===== config.mk =====
export PLATFORM = sky130hd
export DESIGN_NAME = battery_mode_sequencer_unit
export DESIGN_NICKNAME = d
export VERILOG_FILES = /design/src/sv/bmsu_pkg.sv /design/src/sv/battery_mode_sequencer_unit.sv
export SDC_FILE = /design/constraint.sdc
export NUM_CORES = 1
export LEC_CHECK = 0
export BUFFER_PORTS_ARGS = -buffer_cell sky130_fd_sc_hd__clkbuf_2
export CAP_MARGIN = 20
export CORE_MARGIN = 4
export CORE_UTILIZATION = 61
export CTS_BUF_LIST = sky130_fd_sc_hd__clkbuf_4 sky130_fd_sc_hd__clkbuf_8
export DETAILED_ROUTE_END_ITERATION = 8
export PLACE_DENSITY_LB_ADDON = 0.15
export SETUP_SLACK_MARGIN = 0.02
export SLEW_MARGIN = 10
export SYNTH_ARGS = -nofsm -noshare
export SYNTH_HDL_FRONTEND = slang
export SYNTH_SLANG_ARGS = --single-unit

===== constraint.sdc =====
create_clock -name aclk -period 4.9 [get_ports aclk]
set_clock_uncertainty 0.05 [all_clocks]
set_input_delay 0.98 -clock aclk [delete_from_list [all_inputs] [get_ports aclk]]
set_output_delay 0.98 -clock aclk [all_outputs]
set_load 0.005 [all_outputs]

===== src/sv/bmsu_pkg.sv =====
// Types, constants and helper functions for the battery mode sequencer.
// Used by the top level and by its checker; depends on nothing.
`default_nettype none

package bmsu_pkg;

    // Field widths.
    localparam int VOLT_W    = 14;
    localparam int TIME_W    = 32;
    localparam int CNT_W     = 3;
    localparam int MODE_W    = 3;
    localparam int EVENT_W   = 2;
    localparam int CFG_IDX_W = 3;

    // Register values after reset; the boot wait spans twenty-six orbits.
    localparam logic [VOLT_W-1:0] CRITICAL_MV_RST   = VOLT_W'(3000);
    localparam logic [VOLT_W-1:0] DOWN_MV_RST       = VOLT_W'(3400);
    localparam logic [VOLT_W-1:0] LOW_POWER_MV_RST  = VOLT_W'(3600);
    localparam logic [VOLT_W-1:0] FLASH_AVG_MV_RST  = VOLT_W'(3800);
    localparam logic [TIME_W-1:0] MIN_INITIAL_S_RST = TIME_W'(30 * 60);
    localparam logic [TIME_W-1:0] ORBIT_LENGTH_S    = TIME_W'(5400);
    localparam logic [TIME_W-1:0] MIN_BOOT_S_RST    = TIME_W'(26) * ORBIT_LENGTH_S;
    localparam logic [CNT_W-1:0]  CONFIRM_COUNT_RST = CNT_W'(5);

    // Operation carried by an input beat.
    localparam logic OP_TICK  = 1'b0;
    localparam logic OP_WRITE = 1'b1;

    // Operating modes.
    typedef enum logic [MODE_W-1:0] {
        MODE_INITIAL    = 3'd0,
        MODE_ANTENNA    = 3'd1,
        MODE_HELLO      = 3'd2,
        MODE_HELLO_LP   = 3'd3,
        MODE_IDLE       = 3'd4,
        MODE_IDLE_FLASH = 3'd5,
        MODE_LOW_POWER  = 3'd6,
        MODE_EOL        = 3'd7
    } mode_t;

    // Event codes reported with each result.
    typedef enum logic [EVENT_W-1:0] {
        EV_NONE      = 2'd0,
        EV_EOL       = 2'd1,
        EV_UNCERTAIN = 2'd2
    } event_t;

    // Configuration register indexes.
    typedef enum logic [CFG_IDX_W-1:0] {
        CFG_CRITICAL_MV   = 3'd0,
        CFG_DOWN_MV       = 3'd1,
        CFG_LOW_POWER_MV  = 3'd2,
        CFG_FLASH_AVG_MV  = 3'd3,
        CFG_MIN_INITIAL_S = 3'd4,
        CFG_MIN_BOOT_S    = 3'd5,
        CFG_CONFIRM_COUNT = 3'd6
    } cfg_idx_t;

    // Input beat.
    typedef struct packed {
        logic              opcode;
        logic [VOLT_W-1:0] main_a_mv;
        logic [VOLT_W-1:0] main_b_mv;
        logic [VOLT_W-1:0] bank1_a_mv;
        logic [VOLT_W-1:0] bank1_b_mv;
        logic [VOLT_W-1:0] bank2_a_mv;
        logic [VOLT_W-1:0] bank2_b_mv;
        logic [TIME_W-1:0] now_s;
        logic              main_a_charged;
        logic              main_b_charged;
        logic [MODE_W-1:0] write_mode;
    } in_beat_t;

    // Result beat.
    typedef struct packed {
        logic [MODE_W-1:0]  mode;
        logic               mode_changed;
        logic               confirming;
        logic [EVENT_W-1:0] event_res;
    } out_beat_t;

    // Low-power mode that a failed end-of-life check falls back to; initial and antenna map to themselves.
    function automatic mode_t fallback_mode(input mode_t m);
        mode_t f;
        f = MODE_INITIAL;
        case (m) inside
            MODE_INITIAL, MODE_ANTENNA:                  f = m;
            MODE_HELLO, MODE_HELLO_LP:                   f = MODE_HELLO_LP;
            MODE_IDLE, MODE_IDLE_FLASH, MODE_LOW_POWER:  f = MODE_LOW_POWER;
            default:                                     f = MODE_INITIAL;
        endcase
        return f;
    endfunction

endpackage

`default_nettype wire


===== src/sv/battery_mode_sequencer_unit.sv =====
// Battery mode sequencer: eight-mode power sequencer with end-of-life check.
// Depends on bmsu_pkg.
//
//  Channel | Ports                                  | Direction
//  --------+----------------------------------------+----------
//  input   | s_valid, s_ready, s_data               | in
//  result  | m_valid, m_ready, m_data               | out
//  config  | cfg_valid, cfg_ready, cfg_index, cfg_data | in
//
// Each beat passes an input register, then one compare-and-select stage that
// updates the mode state and loads the result register; one beat per cycle is
// sustained while the result is taken, set by the single state update per beat.
// Reset is synchronous and active low; it empties both registers and restores
// the configuration defaults. A stalled result holds while the input register
// still takes one more beat; configuration writes are always accepted.
`default_nettype none

module battery_mode_sequencer_unit (
    input  logic                                aclk,
    input  logic                                aresetn,
    input  logic                                s_valid,
    output logic                                s_ready,
    input  bmsu_pkg::in_beat_t                  s_data,
    output logic                                m_valid,
    input  logic                                m_ready,
    output bmsu_pkg::out_beat_t                 m_data,
    input  logic                                cfg_valid,
    output logic                                cfg_ready,
    input  logic [bmsu_pkg::CFG_IDX_W-1:0]      cfg_index,
    input  logic [bmsu_pkg::TIME_W-1:0]         cfg_data
);

    // Configuration registers.
    logic [bmsu_pkg::VOLT_W-1:0] critical_mv_reg;
    logic [bmsu_pkg::VOLT_W-1:0] down_mv_reg;
    logic [bmsu_pkg::VOLT_W-1:0] low_power_mv_reg;
    logic [bmsu_pkg::VOLT_W-1:0] flash_avg_mv_reg;
    logic [bmsu_pkg::TIME_W-1:0] min_initial_s_reg;
    logic [bmsu_pkg::TIME_W-1:0] min_boot_s_reg;
    logic [bmsu_pkg::CNT_W-1:0]  confirm_count_reg;

    // Pipeline and mode state.
    logic                         in_valid_reg;
    bmsu_pkg::in_beat_t           in_data_reg;
    logic                         out_valid_reg;
    bmsu_pkg::out_beat_t          out_data_reg;
    bmsu_pkg::out_beat_t          out_data_next;
    bmsu_pkg::mode_t              mode_reg;
    bmsu_pkg::mode_t              mode_next;
    logic [bmsu_pkg::CNT_W-1:0]   confirm_reg;
    logic [bmsu_pkg::CNT_W-1:0]   confirm_next;
    logic                         advance;

    // Working signals of the decision stage.
    logic [bmsu_pkg::VOLT_W:0]    bank1_sum;
    logic [bmsu_pkg::VOLT_W:0]    bank2_sum;
    logic [bmsu_pkg::VOLT_W-1:0]  bank1_avg;
    logic [bmsu_pkg::VOLT_W-1:0]  bank2_avg;
    logic                         crit;
    logic                         both_above_down;
    logic                         one_below_lp;
    logic                         flash_ok;
    logic                         charged;
    bmsu_pkg::mode_t              rule_mode;
    bmsu_pkg::mode_t              fall_mode;
    bmsu_pkg::event_t             ev;

    // Handshakes.
    assign advance   = in_valid_reg && (!out_valid_reg || m_ready);
    assign s_ready   = !in_valid_reg || advance;
    assign m_valid   = out_valid_reg;
    assign m_data    = out_data_reg;
    assign cfg_ready = 1'b1;

    // Configuration writes; indexes beyond the list are ignored.
    always_ff @(posedge aclk) begin
        if (!aresetn) begin
            critical_mv_reg   <= bmsu_pkg::CRITICAL_MV_RST;
            down_mv_reg       <= bmsu_pkg::DOWN_MV_RST;
            low_power_mv_reg  <= bmsu_pkg::LOW_POWER_MV_RST;
            flash_avg_mv_reg  <= bmsu_pkg::FLASH_AVG_MV_RST;
            min_initial_s_reg <= bmsu_pkg::MIN_INITIAL_S_RST;
            min_boot_s_reg    <= bmsu_pkg::MIN_BOOT_S_RST;
            confirm_count_reg <= bmsu_pkg::CONFIRM_COUNT_RST;
        end else if (cfg_valid) begin
            unique case (cfg_index)
                bmsu_pkg::CFG_CRITICAL_MV:   critical_mv_reg   <= cfg_data[bmsu_pkg::VOLT_W-1:0];
                bmsu_pkg::CFG_DOWN_MV:       down_mv_reg       <= cfg_data[bmsu_pkg::VOLT_W-1:0];
                bmsu_pkg::CFG_LOW_POWER_MV:  low_power_mv_reg  <= cfg_data[bmsu_pkg::VOLT_W-1:0];
                bmsu_pkg::CFG_FLASH_AVG_MV:  flash_avg_mv_reg  <= cfg_data[bmsu_pkg::VOLT_W-1:0];
                bmsu_pkg::CFG_MIN_INITIAL_S: min_initial_s_reg <= cfg_data;
                bmsu_pkg::CFG_MIN_BOOT_S:    min_boot_s_reg    <= cfg_data;
                bmsu_pkg::CFG_CONFIRM_COUNT: confirm_count_reg <= cfg_data[bmsu_pkg::CNT_W-1:0];
                default: ;
            endcase
        end
    end

    // Threshold tests on the registered sample.
    always_comb begin
        bank1_sum = {1'b0, in_data_reg.bank1_a_mv} + {1'b0, in_data_reg.bank1_b_mv};
        bank2_sum = {1'b0, in_data_reg.bank2_a_mv} + {1'b0, in_data_reg.bank2_b_mv};
        bank1_avg = bank1_sum[bmsu_pkg::VOLT_W:1];
        bank2_avg = bank2_sum[bmsu_pkg::VOLT_W:1];
        crit            = (in_data_reg.main_a_mv <= critical_mv_reg) &&
                          (in_data_reg.main_b_mv <= critical_mv_reg);
        both_above_down = (in_data_reg.main_a_mv > down_mv_reg) &&
                          (in_data_reg.main_b_mv > down_mv_reg);
        one_below_lp    = (in_data_reg.main_a_mv <= low_power_mv_reg) ||
                          (in_data_reg.main_b_mv <= low_power_mv_reg);
        flash_ok        = (bank1_avg > flash_avg_mv_reg) || (bank2_avg > flash_avg_mv_reg);
        charged         = in_data_reg.main_a_charged && in_data_reg.main_b_charged;
    end

    // Normal mode transitions; antenna deploy is never left by these rules.
    always_comb begin
        rule_mode = mode_reg;
        case (mode_reg)
            bmsu_pkg::MODE_INITIAL: begin
                if ((in_data_reg.now_s > min_initial_s_reg) && both_above_down && charged) begin
                    rule_mode = bmsu_pkg::MODE_ANTENNA;
                end
            end
            bmsu_pkg::MODE_HELLO: begin
                if (!both_above_down) begin
                    rule_mode = bmsu_pkg::MODE_HELLO_LP;
                end else if (in_data_reg.now_s > min_boot_s_reg) begin
                    rule_mode = bmsu_pkg::MODE_IDLE;
                end
            end
            bmsu_pkg::MODE_HELLO_LP: begin
                if (both_above_down) begin
                    rule_mode = bmsu_pkg::MODE_HELLO;
                end
            end
            bmsu_pkg::MODE_IDLE: begin
                if (one_below_lp) begin
                    rule_mode = bmsu_pkg::MODE_LOW_POWER;
                end else if (flash_ok) begin
                    rule_mode = bmsu_pkg::MODE_IDLE_FLASH;
                end
            end
            bmsu_pkg::MODE_IDLE_FLASH: begin
                if (one_below_lp) begin
                    rule_mode = bmsu_pkg::MODE_LOW_POWER;
                end else if (!flash_ok) begin
                    rule_mode = bmsu_pkg::MODE_IDLE;
                end
            end
            bmsu_pkg::MODE_LOW_POWER: begin
                if (both_above_down) begin
                    rule_mode = bmsu_pkg::MODE_IDLE;
                end
            end
            default: rule_mode = mode_reg;
        endcase
    end

    // Mode and confirmation update for the beat in the input register.
    always_comb begin
        fall_mode    = bmsu_pkg::fallback_mode(mode_reg);
        mode_next    = mode_reg;
        confirm_next = confirm_reg;
        ev           = bmsu_pkg::EV_NONE;
        if (mode_reg != bmsu_pkg::MODE_EOL) begin
            if (in_data_reg.opcode == bmsu_pkg::OP_WRITE) begin
                mode_next    = bmsu_pkg::mode_t'(in_data_reg.write_mode);
                confirm_next = '0;
            end else if (confirm_reg != '0) begin
                if (crit) begin
                    confirm_next = confirm_reg - bmsu_pkg::CNT_W'(1);
                    if (confirm_next == '0) begin
                        mode_next = bmsu_pkg::MODE_EOL;
                        ev        = bmsu_pkg::EV_EOL;
                    end
                end else begin
                    confirm_next = '0;
                    ev           = bmsu_pkg::EV_UNCERTAIN;
                    mode_next    = (fall_mode != mode_reg) ? fall_mode : rule_mode;
                end
            end else if (crit) begin
                if (confirm_count_reg == '0) begin
                    mode_next = bmsu_pkg::MODE_EOL;
                    ev        = bmsu_pkg::EV_EOL;
                end else begin
                    confirm_next = confirm_count_reg;
                end
            end else begin
                mode_next = rule_mode;
            end
            if (mode_next == bmsu_pkg::MODE_EOL) begin
                confirm_next = '0;
            end
        end
        out_data_next.mode         = mode_next;
        out_data_next.mode_changed = (mode_next != mode_reg);
        out_data_next.confirming   = (confirm_next != '0);
        out_data_next.event_res    = ev;
    end

    // Control registers: pipeline valids and mode state.
    always_ff @(posedge aclk) begin
        if (!aresetn) begin
            in_valid_reg  <= 1'b0;
            out_valid_reg <= 1'b0;
            mode_reg      <= bmsu_pkg::MODE_INITIAL;
            confirm_reg   <= '0;
        end else begin
            if (s_ready) begin
                in_valid_reg <= s_valid;
            end
            if (advance) begin
                out_valid_reg <= 1'b1;
                mode_reg      <= mode_next;
                confirm_reg   <= confirm_next;
            end else if (m_ready) begin
                out_valid_reg <= 1'b0;
            end
        end
    end

    // Payload registers.
    always_ff @(posedge aclk) begin
        if (s_valid && s_ready) begin
            in_data_reg <= s_data;
        end
        if (advance) begin
            out_data_reg <= out_data_next;
        end
    end

endmodule

`default_nettype wire


Word-level counts from Yosys, hierarchy flattened:

Index checks and enable logic that the tools add are counted.

* multiplexer cells: 36
* $add $sub $neg: 3
* eq/ne operators: 16
* bitwise logic cells: 1
* order comparisons: 10
* reduce and logical (&&, ||, !) cells: 31

Operators by type and width (count)
* 3-bit 2-to-1 mux: 28
* 32-bit greater-than comparator: 2
* 14-bit greater-than comparator: 4
* 14-bit less-or-equal comparator: 4
* 14-bit by 14-bit adder with 15-bit output: 2
* 3-bit == test, second input constant: 7
* 3-bit case mux with 6 select lines: 1
* 2-bit AND reduction: 7
* 3-bit by 2-bit == test with 1-bit output, second input constant: 4
* 3-bit zero test: 4
* 1-bit logical AND: 7
* 3-bit by 1-bit == test with 1-bit output, second input constant: 2
* 3-bit != test: 2
* 3-bit nonzero test: 2
* 2-bit OR reduction: 3
* 1-bit 2-to-1 mux: 5
* 1-bit logical OR: 4
* 2-bit 2-to-1 mux: 2
* 3-bit != test, second input constant: 1
* 3-bit OR reduction: 1
* 3-bit by 1-bit subtractor with 3-bit output, second input constant: 1
* 1-bit zero test: 2
* 2-bit nonzero test: 1
* 1-bit NOT: 1

* output and inout port bits: 10
* logic and storage cells: 123
* register bits after elaboration: 260
* input port bits: 162

Logic depth before layout (Yosys ltp):

* word-level depth: 15
* depth in mapped cells: 22
* gate-level depth less buffers: 22

Least setup slack after synthesis:

OpenSTA, ideal clock, no wires.

* path type: in2reg
* start point: in m_ready
* end point: reg in_data_reg[0] (netlist bit), enable pin
* buffers on the path: 0
* required time: 4.355 ns
* arrival time: 3.950 ns
* stages: 3
* slack: 0.405 ns
* library setup time: 0.495 ns
* cells stage by stage: nor2b_1 > nand2_1 > and2_1

* longest elaborated chain between the ends: 4

Ends and longest elaborated chain
* from (decl): line battery_mode_sequencer_unit.sv:25 `input logic m_ready,`
* 1-bit logical OR: line battery_mode_sequencer_unit.sv:69 `assign advance = in_valid_reg && (!out_valid_reg || m_ready);`
* 1-bit logical AND: line battery_mode_sequencer_unit.sv:69
* 1-bit logical OR: line battery_mode_sequencer_unit.sv:70 `assign s_ready = !in_valid_reg || advance;`
* net s_ready: line battery_mode_sequencer_unit.sv:22 `output logic s_ready,`
* 1-bit logical AND: line battery_mode_sequencer_unit.sv:224 `if (s_valid && s_ready) begin`
* to (signal assigned): line battery_mode_sequencer_unit.sv:225 `in_data_reg <= s_data;`
* to (decl): line battery_mode_sequencer_unit.sv:44 `bmsu_pkg::in_beat_t in_data_reg;`

The timed path passes the listed nets, and every way through them passes these cells.
A chain may end at the register's enable or synchronous reset.

==> impl_metrics.toml <==
[placed_design]
dp.final_hpwl_um = 25500
placed_cell_area_mm2 = 0.01546
place.gp.congestion = 0.9781
port_buffers = 170

[route]
firstDrtPassIters = 5
wl_um = 34100
drt-vias-per-instance = 5.617
drc = 0
wl_per_cell_um = 16.86
antenna_left = 0
vias = 11364
drt_iter0_drc = 688

[power]
p_per_area_mw_per_mm2 = 314.2
swShare = 0.2622
cellLeakagePower_uw = 0.006951
p_sw_uw = 1352
p_comb_frac = 0.145
internal-power_uw = 3806
clockPowerShare = 0.380
vdd_ir_drop_max_uv = 219.6
p_seq_frac = 0.474

[sta]
fin_hold_ws_ns = 0.4037
setup_violations = 0
hold_violations = 0
grt_setup_unrepaired = "no"
worst_pin_slew_ns = 0.9055
drv_slew = 0
final.period_utilization = 0.9389
timing.setup.tns_ns = 0
max_freq_mhz = 217.4
period_needed_ns = 4.601
slew_headroom = 0.3963

[final_layout]
areaGrowthSynthToFinish_pct = 14.56
largest_reg_flops = 122
postLayoutCellArea_mm2 = 0.01642
final_layout_size_suffix_gt1_frac = 0.1673
nets = 2043
diodes = 0

[critical_path]
required_ns = 5.14
critPathMaxFanout = 4
endpoint_kind = "register"
path_cells = "ha_1, nor2b_1, o21ai_0, a21boi_1, o21ai_1, a21boi_1, o21ai_0, a21boi_1, o21ai_1, a21oi_2, a31o_2, ha_1, nand4_1, or4_1, a22oi_2, nand3b_1, a21oi_2, o311a_1"
cp.arrival_ns = 4.84
cpLargestDelayFamily = "compound AO/OA/AOI/OAI gates"
worst_path_most_repeated_cell = "a21boi_1"
path_buf_inv = 0
crit_slowest_cell = "or4_1"
startpoint_type = "register"
critPathMaxStageDelay_ns = 0.59
crit_type = "reg2reg"

[die]
pin_count = 172
fp-row-count = 55
initial_core_util = 0.6272
coreArea_mm2 = 0.02285
die_height_um = 161.3
dieArea_mm2 = 0.02601
fp.dieW_um = 161.3

[synthesis]
avgSynthCellArea_um2 = 9.617
syn_inst = 1490
ys_seq_elements = 260
synth_edf_count = 129
synthArstFlopShare = 0
ys_warn_count = 0
yosys.area.top_type = "edfxtp_1"
yosysUniqueCellTypes = 69
syn_area_mm2 = 0.01433
ys_seq_area_frac = 0.4534
synth_nets = 1859
synth_area_leaders = "edfxtp_1, dfxtp_1, ha_1"
synth_ff_type = "dfxtp_1"
yosys.area.top_type_share = 0.2703

[clock_tree]
cts_setup_buffers = 0
clock_path_buffers = 3
htree_levels = 2
numClockSinks = 260
clk_latency_ns = 0.57
numCtsBuffers = 44
cts_tree = "done"
root_buffer = "clkbuf_8"
path_clk_slew_ns = 0.06

[global_route]
gr-total-overflow = 0
antenna_found_initial = 1
grt_usage = 0.2608
grt_max_degree = 81
grt_pass1_vias = 11275
grt_pass1_wl_um = 55360

[job]
maxCapViolCount = 0

[run_status]
outcome = "complete, no violations"

[min_path]
min_path_type = "reg2reg"
==> power by group through the flow <==
stage | Combinational, uW | Clock (uW) | Sequential, uW
after floorplan | 511 | 0 | 2470
after global placement | 709 | 0 | 2490
after detailed placement | 732 | 0 | 2490
after CTS | 737 | 2010 | 2450
after global routing | 852 | 2130 | 2450
final | 750 | 1960 | 2450
==> layer usage <==
| layer | global-route usage | up-vias | wire length [um] |
|---|---|---|---|
| met5 | 0 | - | 18 |
| met4 | 0.07406 | 2 | 600 |
| met3 | 0.05052 | 48 | 2233 |
| met2 | 0.4426 | 338 | 16410 |
| met1 | 0.3430 | 5284 | 14840 |
| li1 | - | 5692 | - |
==> final cells by class <==
class	instances	area, um2
tap	313	391.6
timing repair buffer	181	958.4
multi-input combinational	1036	7092
fill	1795	6431
inverter	151	566.8
sequential	260	6496
clock buffer	71	845.8
clock inverter	11	65.06
==> worst register-to-register path, cell delays in order (launching register included) <==
cell	delay (ns)
edfxtp_1	0.37
ha_1	0.34
nor2b_1	0.15
o21ai_0	0.24
a21boi_1	0.13
o21ai_1	0.18
a21boi_1	0.10
o21ai_0	0.24
a21boi_1	0.13
o21ai_1	0.20
a21oi_2	0.10
a31o_2	0.26
ha_1	0.29
nand4_1	0.13
or4_1	0.59
a22oi_2	0.22
nand3b_1	0.15
a21oi_2	0.09
o311a_1	0.37
==> cell usage after synthesis, drive strengths merged (6+ instances only) <==
master,number
nand2,262
ha,205
a21oi,160
inv,151
dfxtp,131
edfxtp,129
nor2,50
o21ai,47
o211ai,42
clkbuf,35
nand4,28
nand3,25
a21o,23
nor2b,22
nor3,19
a211oi,16
xnor2,16
a21boi,8
o21a,8
buf,7
nand2b,7
a221oi,6
and3,6
nor4,6
==> worst paths after layout <==
check | start | end | slack, ns | cells after the start
worst min-delay path | min_boot_s_reg[18]$_SDFFE_PN0P_ | min_boot_s_reg[18]$_SDFFE_PN0P_ | 0.40 | 2
worst max-delay path | in_data_reg[67]$_DFFE_PP_ | m_data[3]$_DFFE_PP_ | 0.30 | 18
worst min register to register | min_boot_s_reg[18]$_SDFFE_PN0P_ | min_boot_s_reg[18]$_SDFFE_PN0P_ | 0.40 | 2
worst max register to register | in_data_reg[67]$_DFFE_PP_ | m_data[3]$_DFFE_PP_ | 0.30 | 18
==> metrics by stage <==
| stage | util | cells | total power (uW) | worst slack (ns) |
|---|---|---|---|---|
| after floorplan | - | 1490 | 2982 | 0.4050 |
| after global placement | 0.6767 | 1939 | 3199 | 0.2772 |
| after detailed placement | 0.6767 | 1939 | 3223 | 0.08166 |
| after CTS | 0.7166 | 2021 | 5192 | 0.03167 |
| after global routing | 0.7185 | 2023 | 5432 | 0.01437 |
| final | 0.7185 | 2023 | 5158 | 0.2995 |
==> layout by cell type, fill, tap and decap left out, drive strengths merged, types with 5 or more instances in the layout <==
cell    synthesis  final
and3            6      6
a221oi          6      6
dfxtp         131    131
and4            5      5
nand2b          7      7
nor2b          22     22
a21o           23     23
a21boi          8      8
clkbuf         35    241
xnor2          16     16
nor4            6      6
o211ai         42     42
mux2i           5      5
nor3           19     19
nand3          25     25
nand4          28     28
o21a            8      8
nor2           50     50
a21oi         160    160
buf             7     11
o21ai          47     47
o221ai          5      5
nand2         262    262
a211oi         16     16
or3             5      5
inv           151    152
ha            205    205
clkinv          0     10
edfxtp        129    129
==> what timing repair did <==
item                                    CTS  global route
resized for setup                         0            14
hold buffers                              0             0
endpoints found under the setup margin    0             6
==> kinds of logic (layout without fill, tap and decap cells) <==
kind of cell / count (synthesis) / after routing / share of synthesized area
buffers and inverters: 194 / 414 / 0.05388
flip-flops: 260 / 260 / 0.4534
XOR/XNOR: 20 / 20 / 0.01222
adder cells (fa/ha/maj): 207 / 207 / 0.1818
multiplexers: 5 / 5 / 0.003493
AO/OA/AOI/OAI: 355 / 355 / 0.1560
other: 1 / 1 / 0.0002617
AND/OR/NAND/NOR: 448 / 448 / 0.1389
Power figures use the tool's default switching activity.
